File: config.mk
export PLATFORM = sky130hd
export DESIGN_NAME = c3f_regs
export DESIGN_NICKNAME = d
export VERILOG_FILES = /design/src/c3f_pkg.sv /design/src/c3f_regs.sv
export SDC_FILE = /design/constraint.sdc
export NUM_CORES = 1
export LEC_CHECK = 0
export ABC_AREA = 1
export BUFFER_PORTS_ARGS = -buffer_cell sky130_fd_sc_hd__buf_4
export CORE_UTILIZATION = 50
export DETAILED_ROUTE_END_ITERATION = 10
export GPL_TIMING_DRIVEN = 0
export PLACE_DENSITY_LB_ADDON = 0.12
export SLEW_MARGIN = 10
export SYNTH_ARGS = -nofsm -noshare
export SYNTH_HDL_FRONTEND = slang
export SYNTH_SLANG_ARGS = --single-unit
File: constraint.sdc
create_clock -name clk -period 1.1 [get_ports clk]
set_input_delay 0.11 -clock clk [delete_from_list [all_inputs] [get_ports clk]]
set_output_delay 0.11 -clock clk [all_outputs]
set_load 0.01 [all_outputs]
File: src/c3f_pkg.sv
// ----------------------------------------------------------------------------
// c3f_pkg: shared types and constants of the 3x3 image filter
// Holds the configuration struct, the window word that the front passes to
// the back, register indexes, reset values and the coefficient picker.
// ----------------------------------------------------------------------------
package c3f_pkg;

	localparam int MAX_WIDTH_DEF  = 1024;
	localparam int MAX_HEIGHT_DEF = 4096;

	localparam int PIX_W      = 8;
	localparam int KROW_W     = 24;
	localparam int FW_W       = 11;
	localparam int FH_W       = 13;
	localparam int FILT_W     = 20;
	localparam int PROD_W     = 17;
	localparam int OUT_DATA_W = 24;

	localparam int QUEUE_DEPTH = 4;
	localparam int QCNT_W      = $clog2(QUEUE_DEPTH + 1);

	localparam int CFG_AW = 5;
	localparam int CFG_DW = 32;

	localparam logic [2:0] REG_KTOP    = 3'd0;
	localparam logic [2:0] REG_KMID    = 3'd1;
	localparam logic [2:0] REG_KBOT    = 3'd2;
	localparam logic [2:0] REG_FWIDTH  = 3'd3;
	localparam logic [2:0] REG_FHEIGHT = 3'd4;

	localparam logic [KROW_W-1:0] KTOP_RST    = 24'hFFFFFF;
	localparam logic [KROW_W-1:0] KMID_RST    = 24'hFF08FF;
	localparam logic [KROW_W-1:0] KBOT_RST    = 24'hFFFFFF;
	localparam logic [FW_W-1:0]   FWIDTH_RST  = 11'd5;
	localparam logic [FH_W-1:0]   FHEIGHT_RST = 13'd6;

	typedef logic [PIX_W-1:0] pix_t;

	typedef struct packed {
		logic [KROW_W-1:0] k_top;
		logic [KROW_W-1:0] k_mid;
		logic [KROW_W-1:0] k_bot;
		logic [FW_W-1:0]   fwidth;
		logic [FH_W-1:0]   fheight;
	} cfg_t;

	// Window pixel (r, c) sits at index 3*r + c; row 0 is the oldest row.
	typedef struct packed {
		logic           last;
		logic [8:0][PIX_W-1:0] pix;
	} win_item_t;

	function automatic logic signed [PIX_W-1:0] kcoef(input logic [KROW_W-1:0] row,
		input logic [1:0] pos);
		return row[PIX_W*pos +: PIX_W];
	endfunction

endpackage

File: src/c3f_regs.sv
// ----------------------------------------------------------------------------
// c3f_regs: configuration register file
// APB-style slave holding the three kernel rows and the frame size.
// ----------------------------------------------------------------------------
module c3f_regs import c3f_pkg::*; (
	input  logic              clk,
	input  logic              arst_n,
	input  logic              psel,
	input  logic              penable,
	input  logic              pwrite,
	input  logic [CFG_AW-1:0] paddr,
	input  logic [CFG_DW-1:0] pwdata,
	output logic [CFG_DW-1:0] prdata,
	output logic              pready,
	output cfg_t              cfg
);

	logic       wr_en;
	logic [2:0] reg_idx;

	assign pready  = 1'b1;
	assign reg_idx = paddr[CFG_AW-1:2];
	assign wr_en   = psel & penable & pwrite & pready;

	always_ff @(posedge clk or negedge arst_n) begin
		if (!arst_n) begin
			cfg.k_top   <= KTOP_RST;
			cfg.k_mid   <= KMID_RST;
			cfg.k_bot   <= KBOT_RST;
			cfg.fwidth  <= FWIDTH_RST;
			cfg.fheight <= FHEIGHT_RST;
		end else if (wr_en) begin
			unique case (reg_idx)
				REG_KTOP:    cfg.k_top   <= pwdata[KROW_W-1:0];
				REG_KMID:    cfg.k_mid   <= pwdata[KROW_W-1:0];
				REG_KBOT:    cfg.k_bot   <= pwdata[KROW_W-1:0];
				REG_FWIDTH:  cfg.fwidth  <= pwdata[FW_W-1:0];
				REG_FHEIGHT: cfg.fheight <= pwdata[FH_W-1:0];
				default: ;
			endcase
		end
	end

	always_comb begin
		unique case (reg_idx)
			REG_KTOP:    prdata = CFG_DW'(cfg.k_top);
			REG_KMID:    prdata = CFG_DW'(cfg.k_mid);
			REG_KBOT:    prdata = CFG_DW'(cfg.k_bot);
			REG_FWIDTH:  prdata = CFG_DW'(cfg.fwidth);
			REG_FHEIGHT: prdata = CFG_DW'(cfg.fheight);
			default:     prdata = '0;
		endcase
	end

endmodule

Word-level counts from Yosys, hierarchy flattened
Cells that the tools add are included.
W data, S select, Z words.
{"block": "word_totals", "regBits": 96, "latch_bits": 0, "ram_bits": 0, "mem_bits_ro": 0, "inputBits": 42, "output_inout_bits": 129, "word_cells": 18, "mem_count": 0}
{"block": "classes", "n_addsub": 0, "mul": 0, "div": 0, "magnitude_cmp": 0, "eq_ne": 4, "shifts": 0, "n_mux": 1, "n_bitwise": 2, "n_reduce_logical": 6}
{"op": "$pmux W24 S5", "count": 1}
{"op": "$reduce_and A2 Y1", "count": 5}
{"op": "$eq A3 B2 Y1 const B", "count": 2}
{"op": "$eq A3 B1 Y1 const B", "count": 1}
{"op": "$eq A3 B3 Y1 const B", "count": 1}
{"op": "$logic_not A3 Y1", "count": 1}
{"op": "$and A1 B1 Y1", "count": 2}

Longest topological paths before layout
{"block": "logic_depth", "depth_word": 3, "ltp_mapped": 9, "mapped_depth_nobuf": 7}

Least setup slack after synthesis
Ideal clock, no wire load.
{"block": "synth_path", "path_type": "input -> register", "start": "in paddr[4]", "end": "reg cfg[60] (netlist bit)", "setup_ps": 130, "arrival_time_ps": 947, "required_time_ps": 970, "setup_slack_ps": 22, "stages": 9, "n_path_buf": 3, "cell_sequence": "buf_4 clkinv_4 nand3_4 inv_4 nand2_2 buf_6 buf_6 nand2_1 o21ai_0"}
{"block": "synth_between", "elab_chain_cells": 2}
{"item": "from (decl)", "line": "c3f_regs.sv:11", "text": "input logic [CFG_AW-1:0] paddr,"}
{"item": "$eq A3 B1 Y1", "line": "c3f_regs.sv:33", "text": "unique case (reg_idx)"}
{"item": "$reduce_and A2 Y1 (no source line)"}
{"item": "to (decl)", "line": "c3f_regs.sv:15", "text": "output cfg_t cfg"}
Every way passes these cells.
A chain may end at the register's enable or synchronous reset.

Worst setup path after layout
{"block": "layout_path", "start": "reg cfg[5] (netlist bit)", "end": "out prdata[5]"}
{"block": "layout_between", "elab_chain_cells": 1}
{"item": "$pmux W24 S5", "line": "c3f_regs.sv:45", "text": "unique case (reg_idx)"}
{"item": "to (decl)", "line": "c3f_regs.sv:13", "text": "output logic [CFG_DW-1:0] prdata,"}
Every way passes these cells.

==> results by group <==
Yosys
  • Ys Warns: 0
  • Syn avg cell area: 8.530 sq um
  • Top_reg_cell synth: dfstp_2
  • Commonest cells post-synth: 167 x nand2_1, 73 x o21ai_0, 69 x dfstp_2
  • Synth Register Bits: 96
  • Post-synth top area share: 38.86%
  • Sequential area share after synthesis: 53.34%
  • Synth unique cells: 26
  • Syn Inst Count: 547
  • Synth area leaders: dfstp_2 39%, dfrtp_1 14%, nand2_1 13%
  • Post-synth EDFFs: 0
  • Mapped Area: 4666 sq um
  • Synth async-reset ratio: 100.0%
  • Most common cell in the netlist: nand2_1
  • Leading area contributor after synthesis: dfstp_2

Routing
  • 1st-pass router iterations: 7
  • Final ANT Viol Nets: 0
  • Vias per Instance: 5.772
  • Residual DRC: 0
  • DRT Wirelength: 18.54 mm
  • Vias: 5403
  • Wire length per cell: 19.81 microns
  • DR iter-0 viols: 419

GRT
  • First-pass GRT wire length: 25.53 mm
  • Largest net degree at the start of global routing: 97
  • Vias in the first global route: 4950
  • All-layer global routing usage: 33.95%
  • Initial antenna violation count: 0
  • Grt ovf: 0

Place
  • Gp weighted congestion: 0.8613
  • IO Port Bufs: 149
  • DP HPWL: 9.926 mm

Worst setup path
  • Crit path DAT: 1.42 ns
  • CP endpoint kind: output port
  • Kind of critical path: flip-flop to output port
  • Crit path max fanout: 3
  • CP startpoint kind: flip-flop
  • Worst Path Required: 0.99 ns

STA
  • Worst-Margin Slew: 0.8761 ns
  • Slew Limit Fails: 0
  • Final hold slack: 0.01044 ns
  • Final hold vios: 0
  • RSZ-0062 raised after global routing: yes
  • Setup-failing EPs final: 110
  • Worst clock skew: 0 ns
  • Final setup margin: -0.4263 ns
  • Period utilisation layout: 138.8%
  • Maximum clock rate: 655.2 MHz
  • Slew HR: 41.59%
  • Final min period: 1.526 ns

Clock network
  • H-Tree Depth: 3
  • Num Clock Sinks: 96
  • CTS max path bufs: 2
  • CTS tree: done
  • Cell chosen for the clock root: clkbuf_8
  • Worst-Skew Late Latency: 0.36 ns
  • Clock-pin slew on the worst setup and hold paths: 0.11 ns
  • Num CTS Buffers: 9

Die
  • Core area: 8891 sq um
  • Initial core utilization: 52.48%
  • Die area: 9722 sq um
  • Std-Cell Rows: 34
  • Die W: 98.60 microns
  • Die Y: 98.60 microns
  • I/O Pins: 171

Status
  • Status: complete, but fails checks
  • Failing checks: setup timing

Min path
  • Tightest Hold Check Type: input port to flip-flop

Final layout
  • Number of diodes: 0
  • Synthesis-to-layout area growth: 64.87%
  • Layout cells sized above 1: 50.72%
  • Number of flip-flops in the largest register: 96
  • Final net count: 865
  • Top reg by flops: cfg
  • Utilization after layout: 86.52%
  • Largest regs: cfg x96

Pwr
  • Power per Cell Area: 1635 nW/um^2
  • Leakage: 3.859 nW
  • Worst vdd ir: 1.141 mV

Flow run
  • Max Cap Violations: 0
## where the power goes
| part | switching [mW] | internal (mW) |
|---|---|---|
| clock network | 1.34 | 1.20 |
| registers | 0.637 | 4.56 |
| logic | 2.06 | 2.79 |
| total | 4.03 | 8.54 |
## area by class of cell
| class | instances | area [sq um] |
|---|---|---|
| repair buffers | 258 | 2515 |
| flip-flops and latches | 96 | 2489 |
| multi-input cells | 364 | 1809 |
| fillers | 453 | 1199 |
| plain buffers | 41 | 321.6 |
| inverters | 53 | 209.0 |
| clock buffers | 10 | 148.9 |
| well taps | 108 | 135.1 |
| clock inverters | 6 | 65.06 |
## worst paths after layout
path	to	from	slack, ns	cells past startpoint
setup / recovery	prdata[5]	cfg[5]	-0.43	5
hold / removal	cfg[92]	pwdata[20]	0.01	3
setup reg to reg	cfg[67]	cfg[67]	-0.01	5
hold reg to reg	cfg[72]	cfg[72]	0.51	2
max in group asynchronous	cfg[5]	arst_n	0.12	2
min in group asynchronous	cfg[20]	arst_n	0.37	2
## per-layer routing
metal  share of wire [%]  GRT usage, %
met1                  36         44.88
met2                  48         54.93
met3                  12         7.163
met4                 5.1         13.78
met5                   0             0
## critical path, cell delays in order, from the launching register on
cell	delay (ns)
dfrtp_1	0.46
nand3_1	0.14
nand2_1	0.08
nor2_1	0.16
nand2_1	0.09
buf_6	0.14
## logic make-up after synthesis
logic type      count (synthesis)  share of synthesized area [%]
compound gates                103                          11.69
flops                          96                          53.34
simple gates                  252                          24.16
other cells                     2                         0.1610
buf+inv                        94                          10.65
## stage by stage
step | instance area, sq um | TNS [ns] | std cells | worst slack [ns] | power (mW)
after global placement | 5946 | -27.70 | 811 | -0.3972 | 7.950
after floorplan | 4692 | 0 | 554 | 0.02246 | 6.352
after global routing | 7692 | -18.45 | 936 | -0.4157 | 13.04
after CTS | 7211 | -11.99 | 900 | -0.3236 | 11.74
final | 7692 | -15.29 | 936 | -0.4263 | 12.58
after detailed placement | 5946 | -30.65 | 811 | -0.3943 | 8.056
## repair_timing
action	4_1_cts	5_1_grt
pin swaps	13	20
buffers inserted	59	41
gates resized for setup	129	74
endpoints found under the setup margin	96	111
hold buffers	14	1
gates cloned	0	1
hold endpoints to repair	14	27
## cells in the final DEF, fill, tap and decap left out, drive strengths merged, types with 9 or more instances in the layout
| master | n |
|---|---|
| dfstp | 69 |
| clkbuf | 19 |
| nand3 | 42 |
| conb | 9 |
| nor2 | 22 |
| dfrtp | 27 |
| o21ai | 103 |
| buf | 275 |
| nand2 | 169 |
| dlygate4sd3 | 15 |
| inv | 53 |
| nand4 | 18 |
Power figures use the tool's default switching activity.
