**config.mk**
```make
export PLATFORM = sky130hd
export DESIGN_NAME = c3f_queue
export DESIGN_NICKNAME = d
export VERILOG_FILES = /design/src/c3f_pkg.sv /design/src/c3f_queue.sv
export SDC_FILE = /design/constraint.sdc
export NUM_CORES = 1
export LEC_CHECK = 0
export ABC_CLOCK_PERIOD_IN_PS = 3500
export BUFFER_PORTS_ARGS = -buffer_cell sky130_fd_sc_hd__buf_4
export CAP_MARGIN = 20
export CORE_ASPECT_RATIO = 0.5
export CORE_MARGIN = 2
export CORE_UTILIZATION = 45
export CTS_BUF_LIST = sky130_fd_sc_hd__clkbuf_4
export DETAILED_ROUTE_END_ITERATION = 6
export GPL_TIMING_DRIVEN = 0
export PLACE_DENSITY = 0.66
export SLEW_MARGIN = 20
export SYNTH_ARGS = -nofsm -noshare
export SYNTH_HDL_FRONTEND = slang
export SYNTH_SLANG_ARGS = --single-unit
```
**constraint.sdc**
```tcl
create_clock -name clk -period 3.5 [get_ports clk]
set_clock_uncertainty 0.2 [all_clocks]
set_input_delay 0.525 -clock clk [delete_from_list [all_inputs] [get_ports clk]]
set_output_delay 0.525 -clock clk [all_outputs]
set_load 0.05 [all_outputs]
```
**src/c3f_pkg.sv**
```systemverilog
// ----------------------------------------------------------------------------
// c3f_pkg: shared types and constants of the 3x3 image filter
// Holds the configuration struct, the window word that the front passes to
// the back, register indexes, reset values and the coefficient picker.
// ----------------------------------------------------------------------------
package c3f_pkg;

	localparam int MAX_WIDTH_DEF  = 1024;
	localparam int MAX_HEIGHT_DEF = 4096;

	localparam int PIX_W      = 8;
	localparam int KROW_W     = 24;
	localparam int FW_W       = 11;
	localparam int FH_W       = 13;
	localparam int FILT_W     = 20;
	localparam int PROD_W     = 17;
	localparam int OUT_DATA_W = 24;

	localparam int QUEUE_DEPTH = 4;
	localparam int QCNT_W      = $clog2(QUEUE_DEPTH + 1);

	localparam int CFG_AW = 5;
	localparam int CFG_DW = 32;

	localparam logic [2:0] REG_KTOP    = 3'd0;
	localparam logic [2:0] REG_KMID    = 3'd1;
	localparam logic [2:0] REG_KBOT    = 3'd2;
	localparam logic [2:0] REG_FWIDTH  = 3'd3;
	localparam logic [2:0] REG_FHEIGHT = 3'd4;

	localparam logic [KROW_W-1:0] KTOP_RST    = 24'hFFFFFF;
	localparam logic [KROW_W-1:0] KMID_RST    = 24'hFF08FF;
	localparam logic [KROW_W-1:0] KBOT_RST    = 24'hFFFFFF;
	localparam logic [FW_W-1:0]   FWIDTH_RST  = 11'd5;
	localparam logic [FH_W-1:0]   FHEIGHT_RST = 13'd6;

	typedef logic [PIX_W-1:0] pix_t;

	typedef struct packed {
		logic [KROW_W-1:0] k_top;
		logic [KROW_W-1:0] k_mid;
		logic [KROW_W-1:0] k_bot;
		logic [FW_W-1:0]   fwidth;
		logic [FH_W-1:0]   fheight;
	} cfg_t;

	// Window pixel (r, c) sits at index 3*r + c; row 0 is the oldest row.
	typedef struct packed {
		logic           last;
		logic [8:0][PIX_W-1:0] pix;
	} win_item_t;

	function automatic logic signed [PIX_W-1:0] kcoef(input logic [KROW_W-1:0] row,
		input logic [1:0] pos);
		return row[PIX_W*pos +: PIX_W];
	endfunction

endpackage

```
**src/c3f_queue.sv**
```systemverilog
// ----------------------------------------------------------------------------
// c3f_queue: window queue
// Small first-in first-out store that decouples window capture from the
// multiply-accumulate pipeline.
// ----------------------------------------------------------------------------
module c3f_queue import c3f_pkg::*; #(
	parameter int DEPTH = QUEUE_DEPTH
) (
	input  logic                         clk,
	input  logic                         arst_n,
	input  logic                         push,
	input  win_item_t                    push_item,
	input  logic                         pop,
	output logic                         q_valid,
	output win_item_t                    q_item,
	output logic [$clog2(DEPTH + 1)-1:0] q_count
);

	localparam int PW = (DEPTH > 1) ? $clog2(DEPTH) : 1;
	localparam int NW = $clog2(DEPTH + 1);

	win_item_t   slot_q [DEPTH];
	logic [PW-1:0] wr_q;
	logic [PW-1:0] rd_q;
	logic [NW-1:0] cnt_q;

	assign q_valid = cnt_q != '0;
	assign q_item  = slot_q[rd_q];
	assign q_count = cnt_q;

	always_ff @(posedge clk or negedge arst_n) begin
		if (!arst_n) begin
			wr_q  <= '0;
			rd_q  <= '0;
			cnt_q <= '0;
		end else begin
			if (push) begin
				wr_q <= (wr_q == PW'(DEPTH - 1)) ? '0 : wr_q + PW'(1);
			end
			if (pop) begin
				rd_q <= (rd_q == PW'(DEPTH - 1)) ? '0 : rd_q + PW'(1);
			end
			cnt_q <= cnt_q + NW'(push) - NW'(pop);
		end
	end

	always_ff @(posedge clk) begin
		if (push) begin
			slot_q[wr_q] <= push_item;
		end
	end

endmodule

```
# After elaboration in Yosys (flattened, before gate mapping)
# Memories as Yosys holds them, arrays and structs flattened.
# Cells that the tools add are included.
classes:
  n_addsub: 4
  n_mul: 0
  div_mod_pow: 0
  order_cmp: 0
  n_eq_ne: 2
  shifts: 0
  muxes: 4
  n_bitwise: 0
  reduce_logical: 1
op_table:
  columns: ["op", "n"]
  rows:
  - ["adder 2 x 1 -> 2 bit (second input constant)", 2]
  - ["equality test 2 bit (second input constant)", 2]
  - ["two-way mux 2 bit", 2]
  - ["adder 3 x 1 -> 3 bit", 1]
  - ["nonzero test 3 bit", 1]
  - ["subtractor 3 x 1 -> 3 bit", 1]
  - ["two-way mux 1 bit", 2]
totals:
  register_bits: 7
  latch_bits: 0
  ramBits: 292
  romBits: 0
  inputBits: 77
  out_inout_bits: 77
  mem_count: 1
mem_list:
  columns: ["memory", "depth", "word_bits", "rd", "rd_ports_with_merged_regs", "write_ports", "line_no", "rtl"]
  rows:
  - ["slot_q", 4, 73, 1, 0, 1, "c3f_queue.sv:22", "win_item_t slot_q [DEPTH];"]

# Longest topological paths before layout
depth:
  depth_word: 2
  mapped_depth: 8

# Least setup slack after synthesis
# OpenSTA, ideal clock, no wires.
synth_path:
  path_kind: "register -> register"
  from: "register wr_q[0]"
  to: "memory slot_q[0][0] in the netlist's numbering (enable)"
  t_arrival_ps: 2325
  t_required_ps: 2861
  setup_slack_ps: 536
  stages_incl_launch_ff: 4
  synth_period_minus_slack_ps: 2964
  cell_sequence: "dfrtp_1 inv_1 ha_1 and2_1"
synth_rtl:
  columns: ["element", "line_no", "rtl"]
  rows:
  - ["from (decl)", "c3f_queue.sv:23", "logic [PW-1:0] wr_q;"]
  - ["from (signal assigned)", "c3f_queue.sv:38", "wr_q <= (wr_q == PW'(DEPTH - 1)) ? '0 : wr_q + PW'(1);"]
  - ["to (decl)", "c3f_queue.sv:22", null]
# No word-level cell before the write port.

==> summary.md <==
| Metric | Value |
|---|---|
| Run status | complete, no violations |
| Switching Share | 38.2% |
| Placed cells | roughly 890 |
| CP top delay family | buffers and inverters |
| I/O pins | about 150 |
| Final Instance Area | 14100 sq um |
| Max cap viols | 0 |
| Psw | 4.81 mW |
| # Post-CTS Setup Buffers | 0 |
| CTS tree | built |
| Slew headroom | 56.0% |
| Clk sink count | 299 |
| Syn avg cell area | roughly 26 sq um |
| Total grt overflow | 0 |
| Register area share after synthesis | 81.8% |
| Via density | roughly 5.0 |
| Final count of negative-setup-slack endpoints | 0 |
| Flop pwr share | 37.5% |
| Crit-path slowest cell | mux4_2 |
| Post-synthesis adder-cell area fraction | 0.984% |
| CP max FO | 10 |
| Starting Density | 45.7% |
| Area of the core | between 20000 and 25000 sq um |
| Total GRT Usage | 16.8% |
| Area post-placement | 12600 sq um |
| # port buffers | 153 |
| Mapped cell area | 10900 sq um |
| Startpoint type of the worst setup path | flop |
| Largest net degree at the start of global routing | 42 |
| Endpoint class of the critical path | output port |
| Final Wtd Congestion | 0.677 |
| Final period util | 84.7% |
| Die Area | 25600 sq um |
| Slew Viols, Final | 0 |
| Routed via count | 5364 |
| Total routed wirelength | 20700 um |
| Post-synthesis instance total | 416 |
| DRC Markers | 0 |
| CTS Buffer Depth | 3 |
| Crit path cell chain | buf_6 > buf_6 > mux4_2 > buf_4 |
| DRT Pass-1 Iters | 6 |
| Layout cells sized above 1 | a little under half |
| Leakage power | 5.00 nW |
| WL/cell | 19.4 um |
| Core Util, Final | 59.1% |
| Final #Nets | 806 |
| Crit-path max cell delay | 530 ps |
| Cts repair resizes | 0 |
| WP buf/inv | 3 |
| Hold WC Path Type | reg2reg |
| Initial antenna violation count | 0 |
| Syn-to-layout area delta | 29.3% |
| Largest family of logic cells by synthesized area | multiplexers |
| Yosys reg bits | 299 |
| Total Power | between 10 and 15 mW |
| Synth Area in XOR/XNOR | 0.160% |
| Final Critical Period | between 2000 and 3000 ps |
| Pwr dens | slightly below 900 nW/um^2 |
| Hold-fix buffers, CTS | 77 |
| Yosys warning count | 0 |
| WP data arrival | 2240 ps |
| Combinational Power Share | about 42% |
| Mux cell area share after synthesis | 15.2% |
| Syn_nets | 501 |
| Number of diodes | 0 |
| Max VDD drop | 0.504 mV |
| Final Hold Viols | 0 |
| Die width | 224 um |
| Cell Int Power | 7.77 mW |
| 1st-iter DRT viols | between 300 and 400 |
| Setup CP Type | reg2out |
| Synth cell types | 18 |
| Die H | 114 um |
| Worst-path clk slew | 70 ps |
| Root buf cell | clkbuf_4 |
| Compound-Gate Fraction of Synth Area | 0.0915% |
| First-pass GRT wire length | 31900 um |
| # H-tree levels | 3 |
| Post-Route Setup TNS | 0 ps |
| CTS Buf Count | 69 |
| Worst slew pin tran | 659 ps |
| Skew-Pair Late Insertion Delay | 660 ps |
| Antenna Nets Post-Route | 0 |
| RSZ-0062 raised after global routing | no |
| Num rows | 40 |
| Clock network power share | 20.3% |
| Worst EP required | 2770 ps |
| Reg2reg setup slack | 1380 ps |
| Worst path most repeated cell | buf_6 |
| Vias in the first global route | 5902 |
| Hpwl dp | between 10000 and 15000 um |
| Simple-gate portion of the synthesized area | 0.435% |
| Max Clk Rate | roughly 340 MHz |
| Cell Count, Final, Fillers Out | 1071 |
## worst reg2reg max path: stages, from the launching register on
cell,delay (ps)
dfrtp_1,420
inv_1,110
ha_1,150
and2_4,560
buf_16,310
## cells in the mapped netlist
cell	instances	area (sq um)
edfxtp_1	292	8770
mux4_2	73	1640
buf_2	7	35.0
dfrtp_1	7	175
ha_1	7	87.6
buf_6	6	67.6
inv_1	6	22.5
and2_1	4	25.0
buf_4	2	15.0
mux2_2	2	22.5
o21ai_0	2	10.0
xnor2_1	2	17.5
clkbuf_1	1	3.75
fa_1	1	20.0
nand2_1	1	3.75
nor2_1	1	3.75
or3_1	1	6.26
or3b_2	1	8.76
## flip-flops by register name (all words and copies together), names as in the netlist
signal	flops
rd_q	2
q_count	3
wr_q	2
slot_q	292
## final cells by class
cell class | instances | area [sq um]
clock buffers | 93 | 698
clock inverters | 13 | 75.1
multi-input cells | 95 | 1860
flip-flops and latches | 299 | 8940
repair buffers | 234 | 2030
fillers | 1795 | 9780
well taps | 315 | 394
inverters | 6 | 22.5
plain buffers | 16 | 121
## power groups by stage
| stage | sequential [mW] | clock [mW] | combinational, mW |
|---|---|---|---|
| 3_3_place_gp | 4.85 | 0 | 5.23 |
| 2_1_floorplan | 4.86 | 0 | 3.74 |
| 5_1_grt | 4.77 | 2.82 | 5.57 |
| 4_1_cts | 4.73 | 2.63 | 5.41 |
| 6_report | 4.72 | 2.55 | 5.30 |
| 3_5_place_dp | 4.80 | 0 | 5.33 |
## kinds of logic after synthesis
group                      Yosys count
muxes                               75
and+or+nand+nor                      8
adders and majority gates            8
AOI/OAI and AO/OA                    2
DFF                                299
xor gates and xnor gates             2
buffers and inverters               22
## per-layer routing
metal	track usage (%)	wire, um	vias up
li1	-	-	2422
met5	0	0	-
met2	27.0	10300	132
met3	4.67	854	43
met1	22.1	9080	2767
met4	6.71	495	0
## cells in the final DEF, fill, tap and decap left out, drive strengths merged
cell,count
or3b,1
dlygate4sd3,77
dfrtp,7
o21ai,2
ha,7
and2,4
mux4,73
inv,10
xnor2,2
bufinv,1
nor2,1
fa,1
edfxtp,292
mux2,2
nand2,1
or3,1
clkbuf,94
buf,172
clkinv,8
## worst paths after layout
path,to,from,depth (start not counted)
min in group asynchronous,q_count[0],arst_n,3
max in group asynchronous,rd_q[1],arst_n,3
min,q_count[2],q_count[2],1
max reg2reg,slot_q[0][27],wr_q[0],4
min reg2reg,q_count[2],q_count[2],1
max,q_item[27],rd_q[0],4
## stage by stage
step                hold slack [ps]  setup WS [ps]
finish                          302            534
global route                    335            373
CTS                             309            415
detailed placement              152           1170
global placement                148          -1020
floorplan                      29.4            536
No activity file was read; power rests on OpenSTA's default activity.
