File: config.mk
export PLATFORM = sky130hd
export DESIGN_NAME = c3f_back
export DESIGN_NICKNAME = d
export VERILOG_FILES = /design/src/c3f_pkg.sv /design/src/c3f_back.sv
export SDC_FILE = /design/constraint.sdc
export NUM_CORES = 2
export LEC_CHECK = 0
export BUFFER_PORTS_ARGS = -buffer_cell sky130_fd_sc_hd__buf_2
export CAP_MARGIN = 20
export CORE_ASPECT_RATIO = 1.2
export CORE_MARGIN = 2
export CORE_UTILIZATION = 58
export DETAILED_ROUTE_END_ITERATION = 16
export PLACE_DENSITY = 0.8
export REMOVE_ABC_BUFFERS = 1
export SLEW_MARGIN = 40
export SYNTH_ARGS = -nofsm -noshare
export SYNTH_HDL_FRONTEND = slang
export SYNTH_SLANG_ARGS = --single-unit
File: constraint.sdc
create_clock -name clk -period 11.4 [get_ports clk]
set_input_delay 0.57 -clock clk [delete_from_list [all_inputs] [get_ports clk]]
set_output_delay 0.57 -clock clk [all_outputs]
set_load 0.05 [all_outputs]
File: src/c3f_pkg.sv
// ----------------------------------------------------------------------------
// c3f_pkg: shared types and constants of the 3x3 image filter
// Holds the configuration struct, the window word that the front passes to
// the back, register indexes, reset values and the coefficient picker.
// ----------------------------------------------------------------------------
package c3f_pkg;

	localparam int MAX_WIDTH_DEF  = 1024;
	localparam int MAX_HEIGHT_DEF = 4096;

	localparam int PIX_W      = 8;
	localparam int KROW_W     = 24;
	localparam int FW_W       = 11;
	localparam int FH_W       = 13;
	localparam int FILT_W     = 20;
	localparam int PROD_W     = 17;
	localparam int OUT_DATA_W = 24;

	localparam int QUEUE_DEPTH = 4;
	localparam int QCNT_W      = $clog2(QUEUE_DEPTH + 1);

	localparam int CFG_AW = 5;
	localparam int CFG_DW = 32;

	localparam logic [2:0] REG_KTOP    = 3'd0;
	localparam logic [2:0] REG_KMID    = 3'd1;
	localparam logic [2:0] REG_KBOT    = 3'd2;
	localparam logic [2:0] REG_FWIDTH  = 3'd3;
	localparam logic [2:0] REG_FHEIGHT = 3'd4;

	localparam logic [KROW_W-1:0] KTOP_RST    = 24'hFFFFFF;
	localparam logic [KROW_W-1:0] KMID_RST    = 24'hFF08FF;
	localparam logic [KROW_W-1:0] KBOT_RST    = 24'hFFFFFF;
	localparam logic [FW_W-1:0]   FWIDTH_RST  = 11'd5;
	localparam logic [FH_W-1:0]   FHEIGHT_RST = 13'd6;

	typedef logic [PIX_W-1:0] pix_t;

	typedef struct packed {
		logic [KROW_W-1:0] k_top;
		logic [KROW_W-1:0] k_mid;
		logic [KROW_W-1:0] k_bot;
		logic [FW_W-1:0]   fwidth;
		logic [FH_W-1:0]   fheight;
	} cfg_t;

	// Window pixel (r, c) sits at index 3*r + c; row 0 is the oldest row.
	typedef struct packed {
		logic           last;
		logic [8:0][PIX_W-1:0] pix;
	} win_item_t;

	function automatic logic signed [PIX_W-1:0] kcoef(input logic [KROW_W-1:0] row,
		input logic [1:0] pos);
		return row[PIX_W*pos +: PIX_W];
	endfunction

endpackage

File: src/c3f_back.sv
// ----------------------------------------------------------------------------
// c3f_back: weighted window sum
// Three-stage pipeline: nine products, three row sums, then the total in
// the output register that drives the master side.
// ----------------------------------------------------------------------------
module c3f_back import c3f_pkg::*; (
	input  logic                  clk,
	input  logic                  arst_n,
	input  cfg_t                  cfg,
	input  logic                  q_valid,
	input  win_item_t             q_item,
	output logic                  pop,
	output logic                  m_tvalid,
	input  logic                  m_tready,
	output logic [OUT_DATA_W-1:0] m_tdata,
	output logic                  m_tlast
);

	logic [2:0][KROW_W-1:0] krow;

	logic                     valid_s1;
	logic                     last_s1;
	logic signed [PROD_W-1:0] prod_s1 [9];
	logic signed [PROD_W-1:0] prod_c  [9];

	logic                     valid_s2;
	logic                     last_s2;
	logic signed [FILT_W-1:0] rsum_s2 [3];

	logic                     out_valid_q;
	logic                     out_last_q;
	logic signed [FILT_W-1:0] filt_q;

	logic out_ready;
	logic s2_ready;
	logic s1_ready;

	assign krow[0] = cfg.k_top;
	assign krow[1] = cfg.k_mid;
	assign krow[2] = cfg.k_bot;

	assign out_ready = !out_valid_q || m_tready;
	assign s2_ready  = !valid_s2 || out_ready;
	assign s1_ready  = !valid_s1 || s2_ready;
	assign pop       = q_valid & s1_ready;

	always_comb begin
		for (int r = 0; r < 3; r++) begin
			for (int c = 0; c < 3; c++) begin
				prod_c[3*r + c] = $signed({1'b0, q_item.pix[3*r + c]})
					* kcoef(krow[r], 2'(c));
			end
		end
	end

	always_ff @(posedge clk or negedge arst_n) begin
		if (!arst_n) begin
			valid_s1    <= 1'b0;
			valid_s2    <= 1'b0;
			out_valid_q <= 1'b0;
		end else begin
			if (s1_ready) begin
				valid_s1 <= q_valid;
			end
			if (s2_ready) begin
				valid_s2 <= valid_s1;
			end
			if (out_ready) begin
				out_valid_q <= valid_s2;
			end
		end
	end

	always_ff @(posedge clk) begin
		if (pop) begin
			prod_s1 <= prod_c;
			last_s1 <= q_item.last;
		end
		if (s2_ready && valid_s1) begin
			for (int r = 0; r < 3; r++) begin
				rsum_s2[r] <= FILT_W'(prod_s1[3*r]) + FILT_W'(prod_s1[3*r + 1])
					+ FILT_W'(prod_s1[3*r + 2]);
			end
			last_s2 <= last_s1;
		end
		if (out_ready && valid_s2) begin
			filt_q     <= rsum_s2[0] + rsum_s2[1] + rsum_s2[2];
			out_last_q <= last_s2;
		end
	end

	assign m_tvalid = out_valid_q;
	assign m_tlast  = out_last_q;
	assign m_tdata  = {{(OUT_DATA_W - FILT_W){1'b0}}, filt_q};

endmodule

# Yosys cells after proc, flatten, opt, wreduce, memory -nomap -nowiden
# Memory sizes are Yosys's and may differ from the RTL's.
# Cells that the tools add are included.
[op_classes] bitwise_logic=1 n_mux=2 reduce_logical=8 addsub=8 multipliers=9
[op_table] cell="multiplier 9 x 8 -> 17 bit" n=9
[op_table] cell="adder 18 x 17 -> 19 bit" n=3
[op_table] cell="adder 17 x 17 -> 18 bit" n=3
[op_table] cell="adder 20 bit" n=2
[op_table] cell="logical NOT 1 bit" n=3
[op_table] cell="logical OR 1 bit" n=3
[op_table] cell="logical AND 1 bit" n=2
[op_table] cell="two-way mux 1 bit" n=2
[op_table] cell="AND 1 bit" n=1
[totals] output_inout_bits=27 mem_bits_rw=60 in_bits=173 register_bits=179 memories=1 word_cells=45
[mem_list] name="rsum_s2" words=3 width=20 read_ports=3 rd_clocked_by_memory_dff=0 write_ports=3 line="c3f_back.sv:28" source="logic signed [FILT_W-1:0] rsum_s2 [3];"

# Logic depth before layout (Yosys ltp)
[logic_depth] ltp_word=6 ltp_mapped=19 ltp_nobuf=19

# Worst setup path after synthesis
# No wires, ideal clock.
[synth_timing] path_type="register -> register" from="reg out_valid_q (netlist: m_tvalid)" to="reg last_s1, enable pin" arrival_time_ps=12967 t_required_ps=10443 n_path_buf=0 stages_incl_launch_ff=4 setup_slack_ps=-2524 synth_period_minus_slack_ps=13924 setup_time_ps=957 path_cell_list="dfrtp_1 > nand2b_1 > nor2_1 > a21boi_0"
[synth_between] elab_chain_len=5
[synth_rtl] element="from (decl)" line="c3f_back.sv:30" source="logic out_valid_q;"
[synth_rtl] element="from (signal assigned)" line="c3f_back.sv:69" source="out_valid_q <= valid_s2;"
[synth_rtl] element="logical NOT 1 bit" line="c3f_back.sv:42" source="assign out_ready = !out_valid_q || m_tready;"
[synth_rtl] element="logical OR 1 bit" line="c3f_back.sv:42"
[synth_rtl] element="logical OR 1 bit" line="c3f_back.sv:43" source="assign s2_ready = !valid_s2 || out_ready;"
[synth_rtl] element="logical OR 1 bit" line="c3f_back.sv:44" source="assign s1_ready = !valid_s1 || s2_ready;"
[synth_rtl] element="AND 1 bit" line="c3f_back.sv:45" source="assign pop = q_valid & s1_ready;"
[synth_rtl] element="named net pop" line="c3f_back.sv:12" source="output logic pop,"
[synth_rtl] element="to (signal assigned)" line="c3f_back.sv:77" source="last_s1 <= q_item.last;"
[synth_rtl] element="to (decl)" line="c3f_back.sv:22" source="logic last_s1;"
# The timed path passes the listed nets, and every way through them passes these cells.
# A chain may end at the register's enable or synchronous reset.

==> flow_metrics.tcl <==
set metrics [dict create \
    finalNonFillerCells 3946 \
    finalWeightedCongestion 0.8979 \
    antenna_found_initial 0 \
    crit_arrival_ns 5.01 \
    ys_warn_count 0 \
    drt_pre_antenna_iters 5 \
    multi_input_area_um2 22080 \
    rsz0062_at_grt "false" \
    numCtsBuffers 27 \
    synthAdderAreaFrac 0.4423 \
    clk_latency_ns 0.54 \
    fin_crit_ns 4.745 \
    routedWlPerCell_um 15.94 \
    max_freq_mhz 210.8 \
    start_kind "input port" \
    maxSlewViolCount 0 \
    finalCritPeriodShare 0.4162 \
    grt_pass1_vias 22400 \
    placed_cells 3896 \
    min_path_type "input port to flop" \
    drc 0 \
    rr_startpoint "prod_s1[35]" \
    p_per_area_nw_per_um2 279.0 \
    outcome "completed" \
    reg2reg_to "rsum_s2[0][55]" \
    track_usage 0.2337 \
    avgSynthCellArea_um2 10.39 \
    async_flop_share 0.01271 \
    area_growth_pct 8.513 \
    crit_buf_inv 5 \
    clock_tree.root_cell "clkbuf_16" \
    ys_seq_area_frac 0.2258 \
    worstHoldPathCells 2 \
    synth_simple_gate_area_share 0.1377 \
    syn_area_um2 31320 \
    nNetsFinal 4250 \
    drive_above_1_share 0.07638 \
    crit_family "adder cells" \
    initial_core_util 0.5852 \
    final.setup_skew_ns 0.01644 \
    crit_type "input port to flop" \
    worst_slack_ns 6.655 \
    cts_buffer_depth 3 \
    total_power_uw 9481 \
    cpMaxStageDelayCell "fa_1" \
    first_iter_violations 1072 \
    route.vias.total 21460 \
    diodes 0 \
    synth_edf_count 233 \
    cpMostUsedCell "inv_1" \
    layout_commonest_cell "inv_1" \
    pin_count 200 \
    drv_cap 0 \
    synth_seq_cells 236 \
    clk_pin_slew_ns 0.06 \
    synth_compound_area_frac 0.07822 \
    min_to "valid_s1" \
    ant_nets 0 \
    min_from "q_valid" \
    final-hold-violation-count 0 \
    placed_area_um2 33070 \
    dieArea_um2 55880 \
    end_kind "flop" \
    register_area_um2 7072 \
    grt_pass1_wl_mm 107.6 \
    coreArea_um2 53530 \
    crit_fanout 8 \
    netlist_instances 3015 \
    path_cells "buf_2, and2_1, ha_1, inv_1, fa_1, inv_1, ha_1, fa_1, ha_1, inv_1, fa_1, inv_1, a21oi_1, o21bai_1, a311oi_1, o41ai_1, a21oi_1, xnor2_1" \
    h-tree-depth 1 \
    crit_path_max_incr_delay_ns 0.51 \
    viasPerCell 5.437 \
    drt_wl_total_mm 62.90 \
    portBuffers 171 \
    synthMuxAreaShare 0 \
    fp.dieH_um 258.6 \
    synth_top_family_by_area "adder cells" \
    ys_types 69 \
    synthFlopType "edfxtp_1" \
    post-place-ws_ns 6.059 \
    grt_overflow 0 \
    cts_tree "done" \
    stdcell_area_um2 33990 \
    layout_common_cells "inv_1 (571), ha_1 (456), fa_1 (407), and2_1 (378), edfxtp_1 (233)" \
    placementRows 93 \
    r2r_cells 11 \
    synth_xor_area_frac 0.04586 \
    clock-sinks 236 \
    slew_headroom 0.5027 \
    required_ns 11.67 \
    cts_resized 0 \
    ir_worst_vdd_v 0.0002513 \
    worst_slew_pin_slew_ns 0.7459 \
    setup_viol 0 \
    power_leakage_uw 0.01645 \
    grt_max_degree 79 \
    r2r_slack_ns 8.00 \
    die_w_um 216.1 \
    fillCellCount 4273 \
    dp_hpwl_mm 52.35 \
]
report_power, final:
part           leakage, uW  total [uW]  switching [uW]  internal, uW
combinational       0.0137        6640            3860          2790
sequential         0.00229        1970             226          1750
clock             0.000426         865             348           516
total               0.0164        9480            4430          5050
cell usage after synthesis (10+ instances only):
cell / number / share of area
nand2b_1: 47 / 0.0094
edfxtp_1: 233 / 0.22
o21bai_1: 19 / 0.0046
o21ai_0: 51 / 0.0081
nor2b_1: 27 / 0.0054
and2_1: 380 / 0.076
ha_1: 456 / 0.18
a21oi_1: 126 / 0.020
nand3_1: 16 / 0.0026
nor3_1: 22 / 0.0035
a211oi_1: 10 / 0.0024
a21o_1: 45 / 0.011
o211ai_1: 12 / 0.0029
xor2_1: 43 / 0.012
nand2_1: 185 / 0.022
xnor2_1: 121 / 0.034
fa_1: 407 / 0.26
o21a_1: 21 / 0.0050
nor2_1: 95 / 0.011
inv_1: 571 / 0.068
sequential cells by signal (all words and copies together) (netlist names):
| name | cells |
|---|---|
| prod_s1 | 153 |
| rsum_s2 | 57 |
| filt_q | 20 |
| last_s1 | 1 |
| last_s2 | 1 |
| m_tlast | 1 |
| valid_s1 | 1 |
| valid_s2 | 1 |
| m_tvalid | 1 |
worst reg2reg max path, cell delays in order (launching register included):
cell,delay (ns)
edfxtp_1,0.47
fa_1,0.54
ha_1,0.20
inv_1,0.08
fa_1,0.46
nor2b_1,0.15
o21ai_1,0.10
a21boi_2,0.21
o21ai_1,0.14
o31a_1,0.35
a21oi_1,0.28
o311ai_1,0.16
cell families (layout without fill, tap and decap cells):
logic type,after synthesis,in the layout
compound gates,365,365
xor+xnor,164,164
fa+ha+maj,863,863
buf+inv,580,796
flops,236,236
other cells,1,4
simple gates,806,806
timing repair:
item / in CTS / in global routing
setup buffers: 0 / 0
hold buffers: 1 / 0
hold endpoints to repair: 3 / 0
worst max-delay path by stage:
stage,from,end,slack (ns),cells past startpoint
2_1_floorplan,m_tvalid,last_s1,-2.52,3
3_3_place_gp,cfg[63],prod_s1[84],6.24,16
3_5_place_dp,q_item[35],prod_s1[84],6.06,18
4_1_cts,q_item[35],prod_s1[84],6.63,18
5_1_grt,cfg[56],prod_s1[84],6.52,18
6_report,q_item[35],prod_s1[84],6.66,18
routing by layer:
metal  share of wire  up-vias  wire, um  global-route usage
met3           0.036      117      2249             0.01831
met5               0        -         0                   0
met1            0.42    10670     26450              0.3048
li1                -    10200         -                   -
met2            0.51      466     31850              0.4159
met4           0.037        0      2352             0.07325
final cells by class:
type,instances,share of cell area
inverters,572,0.06317
clock buffers,31,0.02091
clock inverters,18,0.005559
repair buffers,175,0.02636
multi-input cells,2202,0.6497
flip-flops and latches,236,0.2081
well taps,712,0.02621
stage by stage:
step | hold WS [ns] | setup TNS [ns] | util
final | 0.2372 | 0 | 0.6350
after global routing | 0.2330 | 0 | 0.6350
after CTS | 0.2225 | 0 | 0.6349
after detailed placement | 0.3685 | 0 | 0.6179
after global placement | 0.3695 | 0 | 0.6178
after floorplan | 0.2744 | -390.91 | -
Power figures use the tool's default switching activity.
